**config.mk**
```make
export PLATFORM = sky130hd
export DESIGN_NAME = date_parse_validate_difference_core
export DESIGN_NICKNAME = d
export VERILOG_FILES = /design/src/hw/rtl/dpvd_pkg.sv /design/src/hw/rtl/dpvd_front.sv /design/src/hw/rtl/dpvd_fifo.sv /design/src/hw/rtl/dpvd_back.sv /design/src/hw/rtl/date_parse_validate_difference_core.sv
export SDC_FILE = /design/constraint.sdc
export NUM_CORES = 1
export LEC_CHECK = 0
export BUFFER_PORTS_ARGS = -buffer_cell sky130_fd_sc_hd__buf_4
export CAP_MARGIN = 20
export CORE_MARGIN = 1
export CORE_UTILIZATION = 49
export DETAILED_ROUTE_END_ITERATION = 16
export HOLD_SLACK_MARGIN = 0.02
export PLACE_DENSITY = 0.65
export SYNTH_ARGS = -nofsm -noshare
export SYNTH_HDL_FRONTEND = slang
export SYNTH_HIERARCHICAL = 1
export SYNTH_SLANG_ARGS = --single-unit
```
**constraint.sdc**
```tcl
create_clock -name i_clk -period 6 [get_ports i_clk]
set_clock_uncertainty 0.1 [all_clocks]
set_input_delay 0.6 -clock i_clk [delete_from_list [all_inputs] [get_ports i_clk]]
set_output_delay 0.6 -clock i_clk [all_outputs]
set_load 0.02 [all_outputs]
```
**src/hw/rtl/dpvd_pkg.sv**
```systemverilog
package dpvd_pkg;

    // character codes
    localparam logic [7:0] CH_ZERO  = 8'h30;
    localparam logic [7:0] CH_NINE  = 8'h39;
    localparam logic [7:0] CH_SLASH = 8'h2F;
    localparam logic [7:0] CH_NL    = 8'h0A;

    // result status codes
    localparam logic [1:0] ST_OK       = 2'd0;
    localparam logic [1:0] ST_BAD_CHAR = 2'd1;
    localparam logic [1:0] ST_BAD_LEN  = 2'd2;
    localparam logic [1:0] ST_RANGE    = 2'd3;

    // field selector codes
    localparam logic [1:0] FLD_DAY   = 2'd0;
    localparam logic [1:0] FLD_MONTH = 2'd1;
    localparam logic [1:0] FLD_YEAR  = 2'd2;

    // queue between parser and difference pipeline
    localparam int QDEPTH = 2;
    localparam int QAW    = (QDEPTH > 1) ? $clog2(QDEPTH) : 1;

    // one parsed date pair, ready for the difference step
    typedef struct packed {
        logic [1:0]  status;
        logic        err_second;
        logic [6:0]  first_day;
        logic [6:0]  first_month;
        logic [13:0] first_year;
        logic [6:0]  second_day;
        logic [6:0]  second_month;
        logic [13:0] second_year;
        logic        second_leap;
    } t_job;

endpackage

```
**src/hw/rtl/dpvd_front.sv**
```systemverilog
module dpvd_front
    import dpvd_pkg::*;
(
    input  logic       i_clk,
    input  logic       i_rst_n,
    input  logic       i_accept,
    input  logic [7:0] i_char_code,
    output logic       o_push,
    output t_job       o_job
);

    logic        r_ds, n_ds;
    logic [1:0]  r_fs, n_fs;
    logic [2:0]  r_cnt, n_cnt;
    logic [13:0] r_acc, n_acc;
    logic [3:0]  r_dig [4];
    logic [3:0]  n_dig [4];
    logic [6:0]  r_d1, n_d1, r_m1, n_m1, r_d2, n_d2, r_m2, n_m2;
    logic [13:0] r_y1, n_y1;
    logic [1:0]  r_err, n_err;
    logic        r_edate, n_edate;

    logic        c_digit;
    logic [3:0]  c_val;
    logic        c_leap;
    logic [6:0]  c_d, c_m;
    logic [17:0] c_acc10;

    // keep the first error; a bad character overrides any other kind
    function automatic logic [2:0] note(input logic [1:0] cur, input logic cur_date,
                                        input logic [1:0] code, input logic ds);
        if (cur == ST_OK || (code == ST_BAD_CHAR && cur != ST_BAD_CHAR)) begin
            return {code, ds};
        end
        return {cur, cur_date};
    endfunction

    function automatic logic date_ok(input logic [6:0] d, input logic [6:0] m,
                                     input logic leap);
        logic [6:0] lim;
        lim = 7'd31;
        if (m == 7'd4 || m == 7'd6 || m == 7'd9 || m == 7'd11) begin
            lim = 7'd30;
        end else if (m == 7'd2) begin
            lim = leap ? 7'd29 : 7'd28;
        end
        return (m >= 7'd1) && (m <= 7'd12) && (d >= 7'd1) && (d <= lim);
    endfunction

    assign c_digit = (i_char_code >= CH_ZERO) && (i_char_code <= CH_NINE);
    assign c_val   = 4'(i_char_code - CH_ZERO);
    assign c_acc10 = {1'b0, r_acc, 3'b000} + {3'b000, r_acc, 1'b0} + {14'd0, c_val};
    assign c_d     = r_ds ? r_d2 : r_d1;
    assign c_m     = r_ds ? r_m2 : r_m1;

    // decimal digits are kept, so century checks need no divider
    assign c_leap = (r_acc[1:0] == 2'b00) &&
                    ((r_dig[1] != 4'd0) || (r_dig[0] != 4'd0) ||
                     (r_dig[2][0] == 1'b0 && (r_dig[2][1] ^ r_dig[3][0]) == 1'b0));

    always_comb begin
        n_ds    = r_ds;
        n_fs    = r_fs;
        n_cnt   = r_cnt;
        n_acc   = r_acc;
        n_dig   = r_dig;
        n_d1    = r_d1;
        n_m1    = r_m1;
        n_y1    = r_y1;
        n_d2    = r_d2;
        n_m2    = r_m2;
        n_err   = r_err;
        n_edate = r_edate;
        o_push  = 1'b0;

        if (i_accept) begin
            if (c_digit) begin
                if (r_cnt < 3'd4) begin
                    n_acc    = c_acc10[13:0];
                    n_dig[3] = r_dig[2];
                    n_dig[2] = r_dig[1];
                    n_dig[1] = r_dig[0];
                    n_dig[0] = c_val;
                end
                if (r_cnt != 3'd7) begin
                    n_cnt = r_cnt + 3'd1;
                end
            end else if (i_char_code == CH_SLASH) begin
                if (r_fs >= FLD_YEAR) begin
                    {n_err, n_edate} = note(r_err, r_edate, ST_BAD_LEN, r_ds);
                end else begin
                    if (r_cnt < 3'd1 || r_cnt > 3'd2) begin
                        {n_err, n_edate} = note(r_err, r_edate, ST_BAD_LEN, r_ds);
                    end
                    if (r_fs == FLD_DAY) begin
                        if (r_ds) n_d2 = r_acc[6:0];
                        else      n_d1 = r_acc[6:0];
                    end else begin
                        if (r_ds) n_m2 = r_acc[6:0];
                        else      n_m1 = r_acc[6:0];
                    end
                    n_fs  = r_fs + 2'd1;
                    n_cnt = '0;
                    n_acc = '0;
                    n_dig = '{default: 4'd0};
                end
            end else if (i_char_code == CH_NL) begin
                if (r_fs != FLD_YEAR || (r_cnt != 3'd2 && r_cnt != 3'd4)) begin
                    {n_err, n_edate} = note(r_err, r_edate, ST_BAD_LEN, r_ds);
                end else if (!date_ok(c_d, c_m, c_leap)) begin
                    {n_err, n_edate} = note(r_err, r_edate, ST_RANGE, r_ds);
                end
                n_fs  = FLD_DAY;
                n_cnt = '0;
                n_acc = '0;
                n_dig = '{default: 4'd0};
                if (!r_ds) begin
                    n_y1 = r_acc;
                    n_ds = 1'b1;
                end else begin
                    // hand the pair over, then start clean
                    o_push  = 1'b1;
                    n_ds    = 1'b0;
                    n_d1    = '0;
                    n_m1    = '0;
                    n_y1    = '0;
                    n_d2    = '0;
                    n_m2    = '0;
                    n_err   = ST_OK;
                    n_edate = 1'b0;
                end
            end else begin
                {n_err, n_edate} = note(r_err, r_edate, ST_BAD_CHAR, r_ds);
            end
        end
    end

    // job fields use the error state as updated by the closing newline
    always_comb begin
        o_job.status       = ST_OK;
        o_job.err_second   = 1'b0;
        if (r_fs != FLD_YEAR || (r_cnt != 3'd2 && r_cnt != 3'd4)) begin
            {o_job.status, o_job.err_second} = note(r_err, r_edate, ST_BAD_LEN, r_ds);
        end else if (!date_ok(c_d, c_m, c_leap)) begin
            {o_job.status, o_job.err_second} = note(r_err, r_edate, ST_RANGE, r_ds);
        end else begin
            o_job.status     = r_err;
            o_job.err_second = r_edate;
        end
        o_job.first_day    = r_d1;
        o_job.first_month  = r_m1;
        o_job.first_year   = r_y1;
        o_job.second_day   = r_d2;
        o_job.second_month = r_m2;
        o_job.second_year  = r_acc;
        o_job.second_leap  = c_leap;
    end

    always_ff @(posedge i_clk) begin
        if (!i_rst_n) begin
            r_ds    <= 1'b0;
            r_fs    <= FLD_DAY;
            r_cnt   <= '0;
            r_acc   <= '0;
            r_dig   <= '{default: 4'd0};
            r_d1    <= '0;
            r_m1    <= '0;
            r_y1    <= '0;
            r_d2    <= '0;
            r_m2    <= '0;
            r_err   <= ST_OK;
            r_edate <= 1'b0;
        end else begin
            r_ds    <= n_ds;
            r_fs    <= n_fs;
            r_cnt   <= n_cnt;
            r_acc   <= n_acc;
            r_dig   <= n_dig;
            r_d1    <= n_d1;
            r_m1    <= n_m1;
            r_y1    <= n_y1;
            r_d2    <= n_d2;
            r_m2    <= n_m2;
            r_err   <= n_err;
            r_edate <= n_edate;
        end
    end

endmodule

```
**src/hw/rtl/dpvd_fifo.sv**
```systemverilog
module dpvd_fifo
    import dpvd_pkg::*;
(
    input  logic i_clk,
    input  logic i_rst_n,
    input  logic i_push,
    input  t_job i_job,
    input  logic i_pop,
    output logic o_full,
    output logic o_nempty,
    output t_job o_job
);

    t_job           r_mem [QDEPTH];
    logic [QAW-1:0] r_wr, r_rd;
    logic [QAW:0]   r_cnt;
    logic           c_wr, c_rd;

    assign o_full   = (r_cnt == (QAW+1)'(QDEPTH));
    assign o_nempty = (r_cnt != '0);
    assign o_job    = r_mem[r_rd];
    assign c_wr     = i_push && !o_full;
    assign c_rd     = i_pop && o_nempty;

    function automatic logic [QAW-1:0] bump(input logic [QAW-1:0] p);
        return (p == (QAW)'(QDEPTH - 1)) ? '0 : p + (QAW)'(1);
    endfunction

    always_ff @(posedge i_clk) begin
        if (c_wr) begin
            r_mem[r_wr] <= i_job;
        end
    end

    always_ff @(posedge i_clk) begin
        if (!i_rst_n) begin
            r_wr  <= '0;
            r_rd  <= '0;
            r_cnt <= '0;
        end else begin
            if (c_wr) r_wr <= bump(r_wr);
            if (c_rd) r_rd <= bump(r_rd);
            if (c_wr && !c_rd)      r_cnt <= r_cnt + (QAW+1)'(1);
            else if (c_rd && !c_wr) r_cnt <= r_cnt - (QAW+1)'(1);
        end
    end

endmodule

```
**src/hw/rtl/dpvd_back.sv**
```systemverilog
module dpvd_back
    import dpvd_pkg::*;
(
    input  logic               i_clk,
    input  logic               i_rst_n,
    input  logic               i_job_valid,
    input  t_job               i_job,
    output logic               o_pop,
    output logic               o_valid,
    input  logic               i_stall,
    output logic [1:0]         o_status,
    output logic               o_error_in_second,
    output logic signed [14:0] o_diff_years,
    output logic [3:0]         o_diff_months,
    output logic [4:0]         o_diff_days
);

    // stage 1: day borrow
    logic        r_s1_v;
    logic [1:0]  r_s1_st;
    logic        r_s1_eds;
    logic [7:0]  r_s1_df;
    logic [6:0]  r_s1_di;
    logic [6:0]  r_s1_mf;
    logic [6:0]  r_s1_mi;
    logic [13:0] r_s1_yf;
    logic [13:0] r_s1_yi;

    // stage 2: output register
    logic        r_s2_v;
    logic [1:0]  r_s2_st;
    logic        r_s2_eds;
    logic [14:0] r_s2_dy;
    logic [3:0]  r_s2_dm;
    logic [4:0]  r_s2_dd;

    logic        c_s2_load, c_s1_load;
    logic        c_bd, c_bm;
    logic [7:0]  c_df;
    logic [6:0]  c_mf;
    logic [7:0]  c_mf12;
    logic [7:0]  c_dd;
    logic [7:0]  c_dm;
    logic [14:0] c_dy;

    // length of the month before m
    function automatic logic [4:0] prev_len(input logic [6:0] m, input logic leap);
        if (m == 7'd3) begin
            return leap ? 5'd29 : 5'd28;
        end else if (m == 7'd5 || m == 7'd7 || m == 7'd10 || m == 7'd12) begin
            return 5'd30;
        end
        return 5'd31;
    endfunction

    assign c_s2_load = !r_s2_v || !i_stall;
    assign c_s1_load = !r_s1_v || c_s2_load;
    assign o_pop     = i_job_valid && c_s1_load;

    assign c_bd = i_job.second_day < i_job.first_day;
    assign c_df = {1'b0, i_job.second_day} +
                  (c_bd ? {3'b000, prev_len(i_job.second_month, i_job.second_leap)} : 8'd0);
    assign c_mf = i_job.second_month - {6'd0, c_bd};

    assign c_bm   = r_s1_mf < r_s1_mi;
    assign c_mf12 = {1'b0, r_s1_mf} + (c_bm ? 8'd12 : 8'd0);
    assign c_dm   = c_mf12 - {1'b0, r_s1_mi};
    // saturate days at zero when the borrowed month is too short
    assign c_dd   = (r_s1_df < {1'b0, r_s1_di}) ? 8'd0 : r_s1_df - {1'b0, r_s1_di};
    assign c_dy   = {1'b0, r_s1_yf} - {1'b0, r_s1_yi} - {14'd0, c_bm};

    always_ff @(posedge i_clk) begin
        if (c_s1_load) begin
            r_s1_st  <= i_job.status;
            r_s1_eds <= i_job.err_second;
            r_s1_df  <= c_df;
            r_s1_di  <= i_job.first_day;
            r_s1_mf  <= c_mf;
            r_s1_mi  <= i_job.first_month;
            r_s1_yf  <= i_job.second_year;
            r_s1_yi  <= i_job.first_year;
        end
        if (c_s2_load) begin
            r_s2_st <= r_s1_st;
            if (r_s1_st == ST_OK) begin
                r_s2_eds <= 1'b0;
                r_s2_dy  <= c_dy;
                r_s2_dm  <= c_dm[3:0];
                r_s2_dd  <= c_dd[4:0];
            end else begin
                r_s2_eds <= r_s1_eds;
                r_s2_dy  <= '0;
                r_s2_dm  <= '0;
                r_s2_dd  <= '0;
            end
        end
    end

    always_ff @(posedge i_clk) begin
        if (!i_rst_n) begin
            r_s1_v <= 1'b0;
            r_s2_v <= 1'b0;
        end else begin
            if (c_s1_load) r_s1_v <= i_job_valid;
            if (c_s2_load) r_s2_v <= r_s1_v;
        end
    end

    assign o_valid           = r_s2_v;
    assign o_status          = r_s2_st;
    assign o_error_in_second = r_s2_eds;
    assign o_diff_years      = $signed(r_s2_dy);
    assign o_diff_months     = r_s2_dm;
    assign o_diff_days       = r_s2_dd;

endmodule

```
**src/hw/rtl/date_parse_validate_difference_core.sv**
```systemverilog
// Date pair parser and difference calculator. Feed ASCII characters of two
// dates, each day/month/year and closed by a newline; one character beat is
// taken every cycle while o_stall is low. After the second newline a single
// result beat carries the status (ok, bad character, bad field length, date
// out of range), which date held the error, and the years, months and days
// from the first date to the second. The result passes from the character
// parser through the queue and then the two difference pipeline stages (day
// borrow, output register). A two-entry queue sits between them, so the input
// stalls only when that queue is full while the output is held off. After
// each pair the parser is clean and ready for the next one.
module date_parse_validate_difference_core
    import dpvd_pkg::*;
(
    input  logic               i_clk,
    input  logic               i_rst_n,
    input  logic               i_valid,
    output logic               o_stall,
    input  logic [7:0]         i_char_code,
    output logic               o_valid,
    input  logic               i_stall,
    output logic [1:0]         o_status,
    output logic               o_error_in_second,
    output logic signed [14:0] o_diff_years,
    output logic [3:0]         o_diff_months,
    output logic [4:0]         o_diff_days
);

    logic c_accept, c_push, c_pop, c_full, c_nempty;
    t_job c_job_in, c_job_out;

    assign o_stall  = c_full;
    assign c_accept = i_valid && !c_full;

    dpvd_front u_front (
        .i_clk       (i_clk),
        .i_rst_n     (i_rst_n),
        .i_accept    (c_accept),
        .i_char_code (i_char_code),
        .o_push      (c_push),
        .o_job       (c_job_in)
    );

    dpvd_fifo u_fifo (
        .i_clk    (i_clk),
        .i_rst_n  (i_rst_n),
        .i_push   (c_push),
        .i_job    (c_job_in),
        .i_pop    (c_pop),
        .o_full   (c_full),
        .o_nempty (c_nempty),
        .o_job    (c_job_out)
    );

    dpvd_back u_back (
        .i_clk             (i_clk),
        .i_rst_n           (i_rst_n),
        .i_job_valid       (c_nempty),
        .i_job             (c_job_out),
        .o_pop             (c_pop),
        .o_valid           (o_valid),
        .i_stall           (i_stall),
        .o_status          (o_status),
        .o_error_in_second (o_error_in_second),
        .o_diff_years      (o_diff_years),
        .o_diff_months     (o_diff_months),
        .o_diff_days       (o_diff_days)
    );

endmodule

```
======== After elaboration in Yosys (flattened, before gate mapping) ========
Memory sizes are Yosys's and may differ from the RTL's. A register that Yosys moved wholly into a read port is not among the register bits.
Cells that the tools add are included.
cells by class
  add/subtract/negate cells ............... 16
  order comparisons ....................... 14
  eq/ne operators ......................... 31
  mux-type cells .......................... 121
  bitwise gates (word level) .............. 6
  reductions and logical operators ........ 55
operators with widths
  cell                                                                    number
  7-bit two-way mux                                                       25
  14-bit two-way mux                                                      6
  16-bit two-way mux                                                      5
  1-bit two-way mux                                                       51
  3-bit two-way mux                                                       17
  7-bit by 3-bit equality test with 1-bit output (second input constant)  4
  7-bit by 4-bit equality test with 1-bit output (second input constant)  4
  2-bit two-way mux                                                       12
  5-bit two-way mux                                                       4
  4-bit AND reduction                                                     4
  3-bit != test (second input constant)                                   5
  5-bit by 3-bit != test with 1-bit output (second input constant)        3
  14-bit by 14-bit subtractor with 15-bit output                          1
  15-bit by 1-bit subtractor with 15-bit output                           1
  14-bit adder                                                            1
  14-bit by 4-bit adder with 14-bit output                                1
  7-bit by 2-bit equality test with 1-bit output (second input constant)  2
  7-bit by 1-bit >= comparator with 1-bit output (second input constant)  2
  7-bit less-or-equal comparator                                          2
  1-bit logical AND                                                       14
  7-bit < comparator                                                      2
  2-bit != test (second input constant)                                   7
  7-bit AND reduction                                                     2
  1-bit logical OR                                                        13
  other kinds (34)                                                        55
storage, ports and cells
  bits in registers ....................... 171
  memory bits (writable) .................. 120
  bits of input ports ..................... 12
  logic and storage cells ................. 277
  memories kept ........................... 1
memory list
  memory        words  bits a word  read ports  clocked after Yosys merged registers in  write ports  line             RTL
  u_fifo.r_mem  2      60           1           1                                        1            dpvd_fifo.sv:14  t_job r_mem [QDEPTH];

======== Logic depth before layout (Yosys ltp) ========
Gate-level depths: netlist (run 1).
  depth after elaboration ................. 27
  mapped depth ............................ 17
  mapped depth without buffers ............ 16

======== By module ========
Netlist (run 1), hierarchy kept.
modules (own cells, without submodules)
  module                               instances  cells an instance  area an instance (µm²)
  dpvd_back                            1          401                4894.7
  dpvd_fifo                            1          212                4550.6
  dpvd_front                           1          503                4265.3
  date_parse_validate_difference_core  1          1                  13.8

======== Least setup slack after synthesis (run 1) ========
No wires, ideal clock.
  path kind ............................... input to register
  start point ............................. input port i_char_code[0]
  end point ............................... memory u_fifo/r_mem[0][0] in the netlist's numbering, enable pin
  library setup time ...................... 0.468 ns
  data arrival time ....................... 4.227 ns
  data required time ...................... 5.432 ns
  setup slack ............................. 1.205 ns
  stages on the path ...................... 7
  buffers on the path ..................... 1
  cell sequence ........................... nor3_1 > nor3b_2 > nand2_1 > clkbuf_1 > nor2_1 > inv_1 > nor3_2
between the ends
  word-level cells in the longest chain between the ends .. 8
ends and longest elaborated chain
  what                                                                                                    line                                       RTL
  start, declared                                                                                         date_parse_validate_difference_core.sv:18  input logic [7:0] i_char_code,
  parallel branches: the longest is 3 deep, another holds 8-bit by 6-bit >= comparator with 1-bit output  -
  1-bit two-way mux *                                                                                     dpvd_front.sv:77                           if (c_digit) begin
  1-bit two-way mux *                                                                                     dpvd_front.sv:76                           if (i_accept) begin
  via c_push                                                                                              date_parse_validate_difference_core.sv:28  logic c_accept, c_push, c_pop, c_full, c_nempty;
  1-bit logical AND *                                                                                     dpvd_fifo.sv:22                            assign c_wr = i_push && !o_full;
  1-bit two-way mux *                                                                                     dpvd_fifo.sv:30                            if (c_wr) begin
  1-bit two-way mux (implied by the code) *                                                               dpvd_fifo.sv:31                            r_mem[r_wr] <= i_job;
  end, declared                                                                                           dpvd_fifo.sv:14
Mark *: on every way through the listed nets, which the timed path passes.

======== Worst setup path in the final report (run 1) ========
  start point ............................. register u_back.r_s1_mf[4]
  end point ............................... register u_back.r_s2_dy[12] (netlist: u_back/o_diff_years[12]), data pin
between the ends
  word-level cells in the longest chain between the ends .. 2
ends and longest elaborated chain
  what                                           line             RTL
  start, declared                                dpvd_back.sv:24  logic [6:0] r_s1_mf;
  start signal, assigned                         dpvd_back.sv:78  r_s1_mf <= c_mf;
  7-bit < comparator                             dpvd_back.sv:65  assign c_bm = r_s1_mf < r_s1_mi;
  15-bit by 1-bit subtractor with 15-bit output  dpvd_back.sv:70  assign c_dy = {1'b0, r_s1_yf} - {1'b0, r_s1_yi} - {14'd0, c_bm};
  end signal, assigned                           dpvd_back.sv:87  r_s2_dy <= c_dy;
  end, declared                                  dpvd_back.sv:33  logic [14:0] r_s2_dy;
Every way passes these cells.
A chain may end at the register's enable or synchronous reset.

==> flow_results.org, run 1 <==
** Status
- The run finished with clean final reports.

** Global routing
- Total congestion overflow :: 0
- Entering global routing, the biggest net connects 92 pins.
- In the global route stage, overall resource usage came out at 17.51%.
- The first global-routing pass estimated 40.23 mm of wire.
- The via count of the first global-routing pass was 7800.
- The number of antenna violations at the first check in global routing is 0.

** Worst setup path
- WP data arrival :: 4.19 ns
- Of all nets on the critical path, the largest fanout is 4.
- The worst register-to-register path has a depth of 14.
- Kind of start point of the critical path :: flip-flop
- The critical path crosses 14 cells after its start point.
- Among the stages of the critical path, the cell type that occurs most often is sky130_fd_sc_hd__o21a_1.
- In this run the worst setup path begins at u_back/r_s1_mf[4]$_DFFE_PN_.
- Setup slack on the worst reg-to-reg path comes out at 1.99 ns.
- Capture instance of the worst register-to-register path :: u_back/o_diff_years[12]$_SDFFCE_PP0P_
- The worst setup path is of the flip-flop to flip-flop kind.
- STA puts the critical path data required time at 6.18 ns.
- CP endpoint kind :: flip-flop
- In this design, the stage delay of the slowest critical-path cell is 0.53 ns.
- The kind of cell with the highest combined delay along the critical path is compound AO/OA/AOI/OAI gates.
- The worst register-to-register path begins at u_back/r_s1_mf[4]$_DFFE_PN_.
- CP max-delay cell :: sky130_fd_sc_hd__fa_1
- End point of the critical path :: u_back/o_diff_years[12]$_SDFFCE_PP0P_
- The critical path goes through ha_1 -> o21a_1 -> o21a_1 -> a21oi_1 -> nand2_1 -> fa_1 -> ha_1 -> nor2_1 -> fa_1 -> a21boi_4 -> o221ai_1 -> a2111oi_2 -> o21a_1 -> nor3_2.
- Together, buffers and inverters on the worst path number 0.

** Synthesis
- Of the total synthesized cell area, the portion taken by XOR and XNOR cells is 2.234%.
- Net count after synthesis :: 1221
- Syn. warnings :: 6
- After synthesis, the cell types taking the most area are sky130_fd_sc_hd__edfxtp_1 (45%), sky130_fd_sc_hd__dfxtp_1 (12%), sky130_fd_sc_hd__ha_1 (7.7%).
- Of all flip-flops after synthesis, the portion carrying an async set or reset was 0%.
- Area fraction in compound gates after synthesis :: 10.19%
- Post-Syn Area :: 13720 um2
- Summed over all instances, the cell type with the most area after synthesis is sky130_fd_sc_hd__edfxtp_1.
- Register area share after synthesis :: 57.25%
- In this run the mean area of a mapped cell was 12.29 um2.
- Adder-cell share of the synthesized area :: 8.825%
- Number of distinct library cell variants in the gate-level netlist after synthesis :: 74
- Number of standard cells after synthesis :: 1117
- Summing the areas of all and, or, nand and nor instances in the mapped netlist gives 11.16% of the synthesized area.
- The most used flip-flop cell after synthesis is sky130_fd_sc_hd__edfxtp_1.
- Number of flops mapped to enable cells by yosys :: 207
- By area, the combinational part of the netlist is dominated by simple AND/OR/NAND/NOR gates.
- In this run, synthesis produced a sequential element count of 289.
- Proportion of netlist area held by the largest area contributor :: 45.29%
- Mux cell area share after synthesis :: 6.537%

** Floorplanning
- Count of boundary I/O pins :: 41
- In this run the vertical extent of the chip is 169.4 um.
- Die Footprint :: 28680 um2
- Horizontal die dimension :: 169.4 um
- CORE AREA :: 27250 um2
- For this configuration, the core starts out at a cell density of 50.36%.
- Std cell rows :: 60

** CTS
- Counting the buffers created by CTS gives 30.
- Buffer depth of the longest clock path :: 3
- Number of setup buffers added after CTS :: 0
- Hold_buf cts :: 0
- Resize count post-CTS :: 0
- After clock tree synthesis, the clock-pin slew on the worst setup and hold paths is 0.06 ns.
- CTS tree :: done
- The clock reaches the later pin of the worst-skew pair after 0.55 ns.
- In this run the clock root is driven by a sky130_fd_sc_hd__clkbuf_16.
- CTS saw 289 sinks.
- In this run the number of H-tree levels came out at 1.

** Timing
- Number of setup violations in the final report :: 0
- Setup repair after global routing left no endpoint under its margin.
- Final max-slew violation count :: 0
- Final critical-path share of the clock period :: 66.80%
- Worst slew margin relative to its limit :: 45.47%
- For the pin with the worst max-slew slack, the measured transition is 0.8179 ns.
- The worst path needs 4.008 ns of the cycle, external delays included.
- Derived from the worst setup path, the maximum achievable clock frequency is 249.5 MHz.
- The number of hold violations in the final report is 0.
- Sum of negative setup slack :: 0 ns

** Drt
- The first routing iteration left 463 violations.
- Post-DR wirelength/cell :: 15.72 um
- Routed Wire Length :: 24.51 mm
- Via total after detailed routing :: 8282
- The first TritonRoute pass finished after 5 iterations.
- Post-detailed-route DRC marker count :: 0
- Post-DR vias/cell :: 5.312
- Number of nets with antenna violations after detailed routing :: 0

** Pwr
- Across the VDD grid, the largest voltage drop is 0.2007 mV.
- Leak pwr :: 5.995 nW
- Power Dens Cells :: 262.0 nW/um2

** Placement
- Input and output buffers added on the ports amount to 40.
- DP Wirelength :: 16.77 mm
- Number of placed instances, taps included :: 1503
- RD Place Congestion :: 0.8459

** Cells and area
- Fraction of final layout cells sized beyond drive strength 1 :: 15.75%
- The number of antenna diodes in the final layout is 0.
- Non-Filler Instances :: 1559
- Relative to the synthesized area, the layout overhead comes to 12.63%.
- Final net count :: 1267
- Final standard cell utilization of the core :: 56.72%

** Worst hold path
- The worst hold path belongs to the class input port to flip-flop.

** Run
- Number of max-cap violations :: 0
-- layout make-up --
cell class | instances | area (um2)
clock buffer | 45 | 898.4
sequential | 289 | 7859
inverter | 95 | 356.6
fill | 2278 | 11790
clock inverter | 11 | 137.6
timing repair buffer | 51 | 382.9
tap | 372 | 465.4
multi-input combinational | 696 | 5358
-- through the flow --
step	setup slack (ns)	total power [mW]	hold WS, ns	area, um2
after CTS	1.990	4.090	0.2078	15460
after floorplan	1.205	2.184	0.3254	13720
after detailed placement	1.999	2.200	0.3385	14420
final	1.992	4.050	0.2348	15460
after global routing	1.780	4.169	0.2460	15460
after global placement	2.112	2.200	0.3326	14420
-- routing by layer --
metal | GRT usage [%] | share of wire, % | vias to the layer above
met1 | 25.88 | 50 | 3924
met2 | 26.84 | 43 | 148
met5 | 0 | 0 | -
met4 | 4.896 | 2.3 | 0
li1 | - | - | 4166
met3 | 2.542 | 3.9 | 44
-- logic make-up after synthesis --
kind of cell / count (synthesis)
AND/OR/NAND/NOR: 293
flip-flops: 289
AO/OA/AOI/OAI: 194
buffers and inverters: 132
adder cells (fa/ha/maj): 92
multiplexers: 82
XOR/XNOR: 35
-- tightest hold or removal path, cell delays in order --
cell and delay (ns):
sky130_fd_sc_hd__buf_4 0.10, sky130_fd_sc_hd__a21oi_1 0.06, sky130_fd_sc_hd__nor2b_1 0.09
-- cell usage in the layout, fill, tap and decap left out, types with 10 or more instances in the layout --
master	instances
sky130_fd_sc_hd__o211ai_1	10
sky130_fd_sc_hd__ha_1	84
sky130_fd_sc_hd__buf_4	51
sky130_fd_sc_hd__nor3_1	20
sky130_fd_sc_hd__inv_1	93
sky130_fd_sc_hd__edfxtp_1	207
sky130_fd_sc_hd__nor2_1	49
sky130_fd_sc_hd__a21boi_0	38
sky130_fd_sc_hd__o21ai_0	29
sky130_fd_sc_hd__and2_1	20
sky130_fd_sc_hd__clkbuf_16	31
sky130_fd_sc_hd__a21o_1	10
sky130_fd_sc_hd__nor2b_1	23
sky130_fd_sc_hd__mux2i_1	21
sky130_fd_sc_hd__xnor2_1	20
sky130_fd_sc_hd__nand2_1	73
sky130_fd_sc_hd__xor2_1	15
sky130_fd_sc_hd__dfxtp_1	81
sky130_fd_sc_hd__nand3_1	54
sky130_fd_sc_hd__a21oi_1	31
sky130_fd_sc_hd__o21a_1	16
sky130_fd_sc_hd__mux2_2	61
-- Yosys cell counts (9+ instances only) --
cell type	number
sky130_fd_sc_hd__a21boi_0	38
sky130_fd_sc_hd__a21o_1	10
sky130_fd_sc_hd__a21oi_1	31
sky130_fd_sc_hd__and2_1	20
sky130_fd_sc_hd__buf_2	9
sky130_fd_sc_hd__clkbuf_1	21
sky130_fd_sc_hd__dfxtp_1	82
sky130_fd_sc_hd__edfxtp_1	207
sky130_fd_sc_hd__ha_1	84
sky130_fd_sc_hd__inv_1	93
sky130_fd_sc_hd__mux2_2	61
sky130_fd_sc_hd__mux2i_1	21
sky130_fd_sc_hd__nand2_1	73
sky130_fd_sc_hd__nand3_1	55
sky130_fd_sc_hd__nor2_1	49
sky130_fd_sc_hd__nor2b_1	23
sky130_fd_sc_hd__nor3_1	20
sky130_fd_sc_hd__o211ai_1	10
sky130_fd_sc_hd__o21a_1	16
sky130_fd_sc_hd__o21ai_0	29
sky130_fd_sc_hd__xnor2_1	20
sky130_fd_sc_hd__xor2_1	15
-- worst min path at each step --
stage / startpoint / end / slack [ns] / cells past startpoint
after floorplan: u_front/r_y1[0]$_SDFFE_PN0P_ / u_fifo/r_mem[0][29]$_DFFE_PP_ / 0.33 / 0
after global placement: u_front/r_y1[6]$_SDFFE_PN0P_ / u_fifo/r_mem[0][35]$_DFFE_PP_ / 0.33 / 0
after detailed placement: u_front/r_y1[1]$_SDFFE_PN0P_ / u_fifo/r_mem[0][30]$_DFFE_PP_ / 0.34 / 0
after CTS: i_stall / u_back/o_valid$_SDFFE_PN0P_ / 0.21 / 3
after global routing: i_stall / u_back/o_valid$_SDFFE_PN0P_ / 0.25 / 3
final: i_stall / u_back/o_valid$_SDFFE_PN0P_ / 0.23 / 3
-- state kept, by name, summed over array words and instances (netlist names), 8 cells and up, named ones only --
name	flops
u_back/r_s1_yf	14
u_back/r_s1_yi	14
u_front/r_acc	14
u_front/r_dig	10
u_back/r_s1_df	8
u_back/o_diff_years	15
u_fifo/r_mem	120
u_front/r_y1	14
-- report_power, final --
group	internal [mW]	leakage (nW)	switching, mW	total (mW)
Combinational	0.0180	2.73	0.0257	0.0437
Clock	1.16	0.515	0.733	1.89
Sequential	2.11	2.76	0.00130	2.11
Total	3.29	5.99	0.760	4.05
No activity file was read; power rests on OpenSTA's default activity.
==> run 2: changes to the inputs <==
- clock period: 6 -> 3.8 ns (I/O delays scaled with it)
==> run 2 against run 1 <==
Against the previous run: worst setup slack worse by 1.9 ns; via count is 0.98% higher; clock power is 48% higher; critical endpoint unchanged; largest cell class unchanged.
==> flow_results.org, run 2 (same netlist as run 1, synthesis figures left out) <==
** Status
- The run finished with clean final reports.

** Worst setup path
- Buf+Inv Stages, Crit Path :: 0
- The worst setup path is captured at a flip-flop.
- STA puts the critical path data arrival time at 3.85 ns.
- Worst Path Max Fanout :: 2
- The critical path in this run is classified as flip-flop to flip-flop.
- CP max-delay cell :: sky130_fd_sc_hd__fa_1
- Worst EP required :: 3.98 ns
- By instance count, the cell type seen most on the critical path is sky130_fd_sc_hd__o21a_1.
- Kind of cell adding the most delay to the critical path :: adder cells
- STA classifies the critical path startpoint as a flip-flop.
- On the worst path, the slowest cell contributes a delay of 0.53 ns.
- Series of cell instances along the critical path :: ha_1 -> o21a_1 -> o21a_1 -> o211ai_1 -> nand2_2 -> fa_1 -> ha_2 -> nor2_2 -> fa_2 -> a21boi_4 -> o221ai_2 -> a2111oi_4 -> o21a_1 -> nor3_2

** Timing
- Dividing the final minimum period by the clock period gives 96.72%.
- Measured slew at the worst slew-check pin :: 0.8316 ns
- For this run, the top clock speed supported by timing is 272.1 MHz.
- Setup violations remaining at the end of the flow were counted as 0.
- The number of hold violations in the final report came to 0.
- Setup slack closes at 0.1247 ns.
- The final number of max-transition violations is 0.
- Hold timing on the final database bottoms out at a slack of 0.03315 ns.
- Worst slew margin relative to its limit :: 44.13%
- Setup repair after global routing could not meet its margin everywhere.
- The routed design could run at a clock period as short as 3.675 ns.

** Drt
- Number of nets with antenna violations after detailed routing :: 0
- Wires add up to 25.25 mm.
- The pre-antenna-repair detailed-routing pass consisted of 5 iterations.
- Dividing the detail-routed via count by the number of cells gives 5.270.
- Post-DR wirelength/cell :: 15.91 um
- Via total after detailed routing :: 8363
- Post-detailed-route DRC marker count :: 0
- In this run, the number of DRC markers left after iteration 0 of detailed routing was 517.

** CTS
- Buffer depth of the longest clock path :: 3
- Number of sinks handled by clock tree synthesis :: 289
- Clock latency on the worst-skew pair, taken at its later pin, is 0.55 ns.
- H-tree lvl count :: 1
- CTS tree :: done
- After clock tree synthesis, the clock-pin slew on the worst setup and hold paths is 0.06 ns.
- Number of buffers created by CTS :: 30
- The tree is rooted in a sky130_fd_sc_hd__clkbuf_16.
- After clock tree synthesis, the flow added hold-fix buffers numbering 0.

** Cells and area
- More flip-flops sit in one register than any other, and that register is u_fifo/r_mem.
- The finished layout holds 1587 standard cells, fillers aside.
- Final net count :: 1295
- The library cell used most frequently in the layout, excluding fill and tap cells, is sky130_fd_sc_hd__edfxtp_1.
- Number of flip-flops in the largest register :: 120
- Fraction of final layout cells sized beyond drive strength 1 :: 18.02%
- After routing the design area is 15690 um2.
- Layout overhead on the synthesized area :: 14.31%
- 0 antenna diodes ended up in the layout.
- Most frequent cells in the layout :: sky130_fd_sc_hd__edfxtp_1 (207), sky130_fd_sc_hd__inv_1 (93), sky130_fd_sc_hd__ha_1 (82)

** Placement
- Number of placed instances, taps included :: 1512
- Post-place instance area :: 14540 um2
- During placement, the flow inserted port buffers numbering 40.
- At the end of routability-driven placement, the weighted congestion stood at 0.8405.
- DP Wirelength :: 17.07 mm
- Timing analysis after detailed placement gives a worst setup slack of -0.04090 ns.

** Global routing
- Total congestion overflow :: 0
- Initial antenna violation count :: 0
- Wire length of the first global-routing pass :: 41.32 mm
- Global routing used 17.98% of the available tracks across all layers.
- The via count of the first global-routing pass was 8071.
- Entering global routing, the biggest net connects 72 pins.

** Pwr
- Maximum vdd ir drop :: 0.4409 mV
- Internal power comes to 5.002 mW.
- In this run the power spent charging and discharging nets is 1.205 mW.
- Summed over all cells, the static leakage comes to 6.079 nW.
- Power Dens Cells :: 395.7 nW/um2
- In this run switching power makes up 19.41% of total power.
- Comb power frac :: 1.1%
- Proportion of power drawn by the clock network :: 45.1%
- Sequential fraction of design power :: 53.8%

** Floorplanning
- Vertical die dimension :: 169.4 um
- CORE AREA :: 27250 um2
- The floorplan step defined a die boundary enclosing 28680 um2.
- Std cell rows :: 60
- Measured along the x axis, the die boundary spans 169.4 um.
- Starting Density :: 50.36%
- For this design the top-level I/O count stands at 41.

** Run
- The tool flagged a number of max-cap violations equal to 0.

** Worst hold path
- The min-delay analysis places its worst path in the category input port to flip-flop.
==> run 2: worst reg2reg max path: cells and delay by family (launching register included) <==
kind | cells | cell delay [ns]
fa+ha+maj | 4 | 1.39
compound gates | 7 | 1.33
flops | 1 | 0.37
simple gates | 3 | 0.22
==> run 2: final timing paths <==
check                                                    from                                    end  slack (ns)  cells past startpoint
worst max-delay path              u_back/r_s1_mf[4]$_DFFE_PN_  u_back/o_diff_years[12]$_SDFFCE_PP0P_        0.12                     14
worst max register to register    u_back/r_s1_mf[4]$_DFFE_PN_  u_back/o_diff_years[12]$_SDFFCE_PP0P_        0.12                     14
worst min register to register  u_front/r_y1[13]$_SDFFE_PN0P_          u_fifo/r_mem[0][42]$_DFFE_PP_        0.35                      0
worst min-delay path                                  i_stall            u_back/o_valid$_SDFFE_PN0P_        0.03                      3
==> run 2: cell type report <==
type | count | area (um2)
Tap cell | 372 | 465.4
Timing Repair Buffer | 79 | 643.1
Sequential cell | 289 | 7861
Fill cell | 2222 | 11560
Multi-Input combinational cell | 696 | 5400
Clock buffer | 43 | 860.8
Inverter | 95 | 356.6
Clock inverter | 13 | 101.3
==> run 2: power by group through the flow <==
stage,combinational (mW),clock (mW),sequential (mW)
CTS,0.0716,2.86,3.34
detailed placement,0.0714,0,3.40
finish,0.0713,2.80,3.34
global placement,0.0706,0,3.40
floorplan,0.0449,0,3.40
global route,0.0796,2.99,3.33
==> run 2: per-layer routing <==
metal,vias to the layer above,GRT usage (%),wire length [um]
met5,-,0,0
met4,0,5.131,567
met3,35,2.332,1006
met2,141,28.54,11130
met1,3978,25.89,12550
li1,4209,-,-
==> run 2: timing repair <==
| item | 4_1_cts | 5_1_grt |
|---|---|---|
| pin swaps | 8 | 13 |
| setup endpoints to repair | 2 | 8 |
| gates resized for setup | 4 | 7 |
| buffers inserted | 20 | 2 |
==> run 2: metrics by stage <==
step                      setup TNS, ns  util [%]  power, mW
final                                 0     57.57      6.207
after detailed placement       -0.04090     53.35      3.476
after CTS                      -0.01892     57.49      6.267
after global placement                0     53.35      3.475
after global routing            -0.1135     57.57      6.401
after floorplan                       0         -      3.449
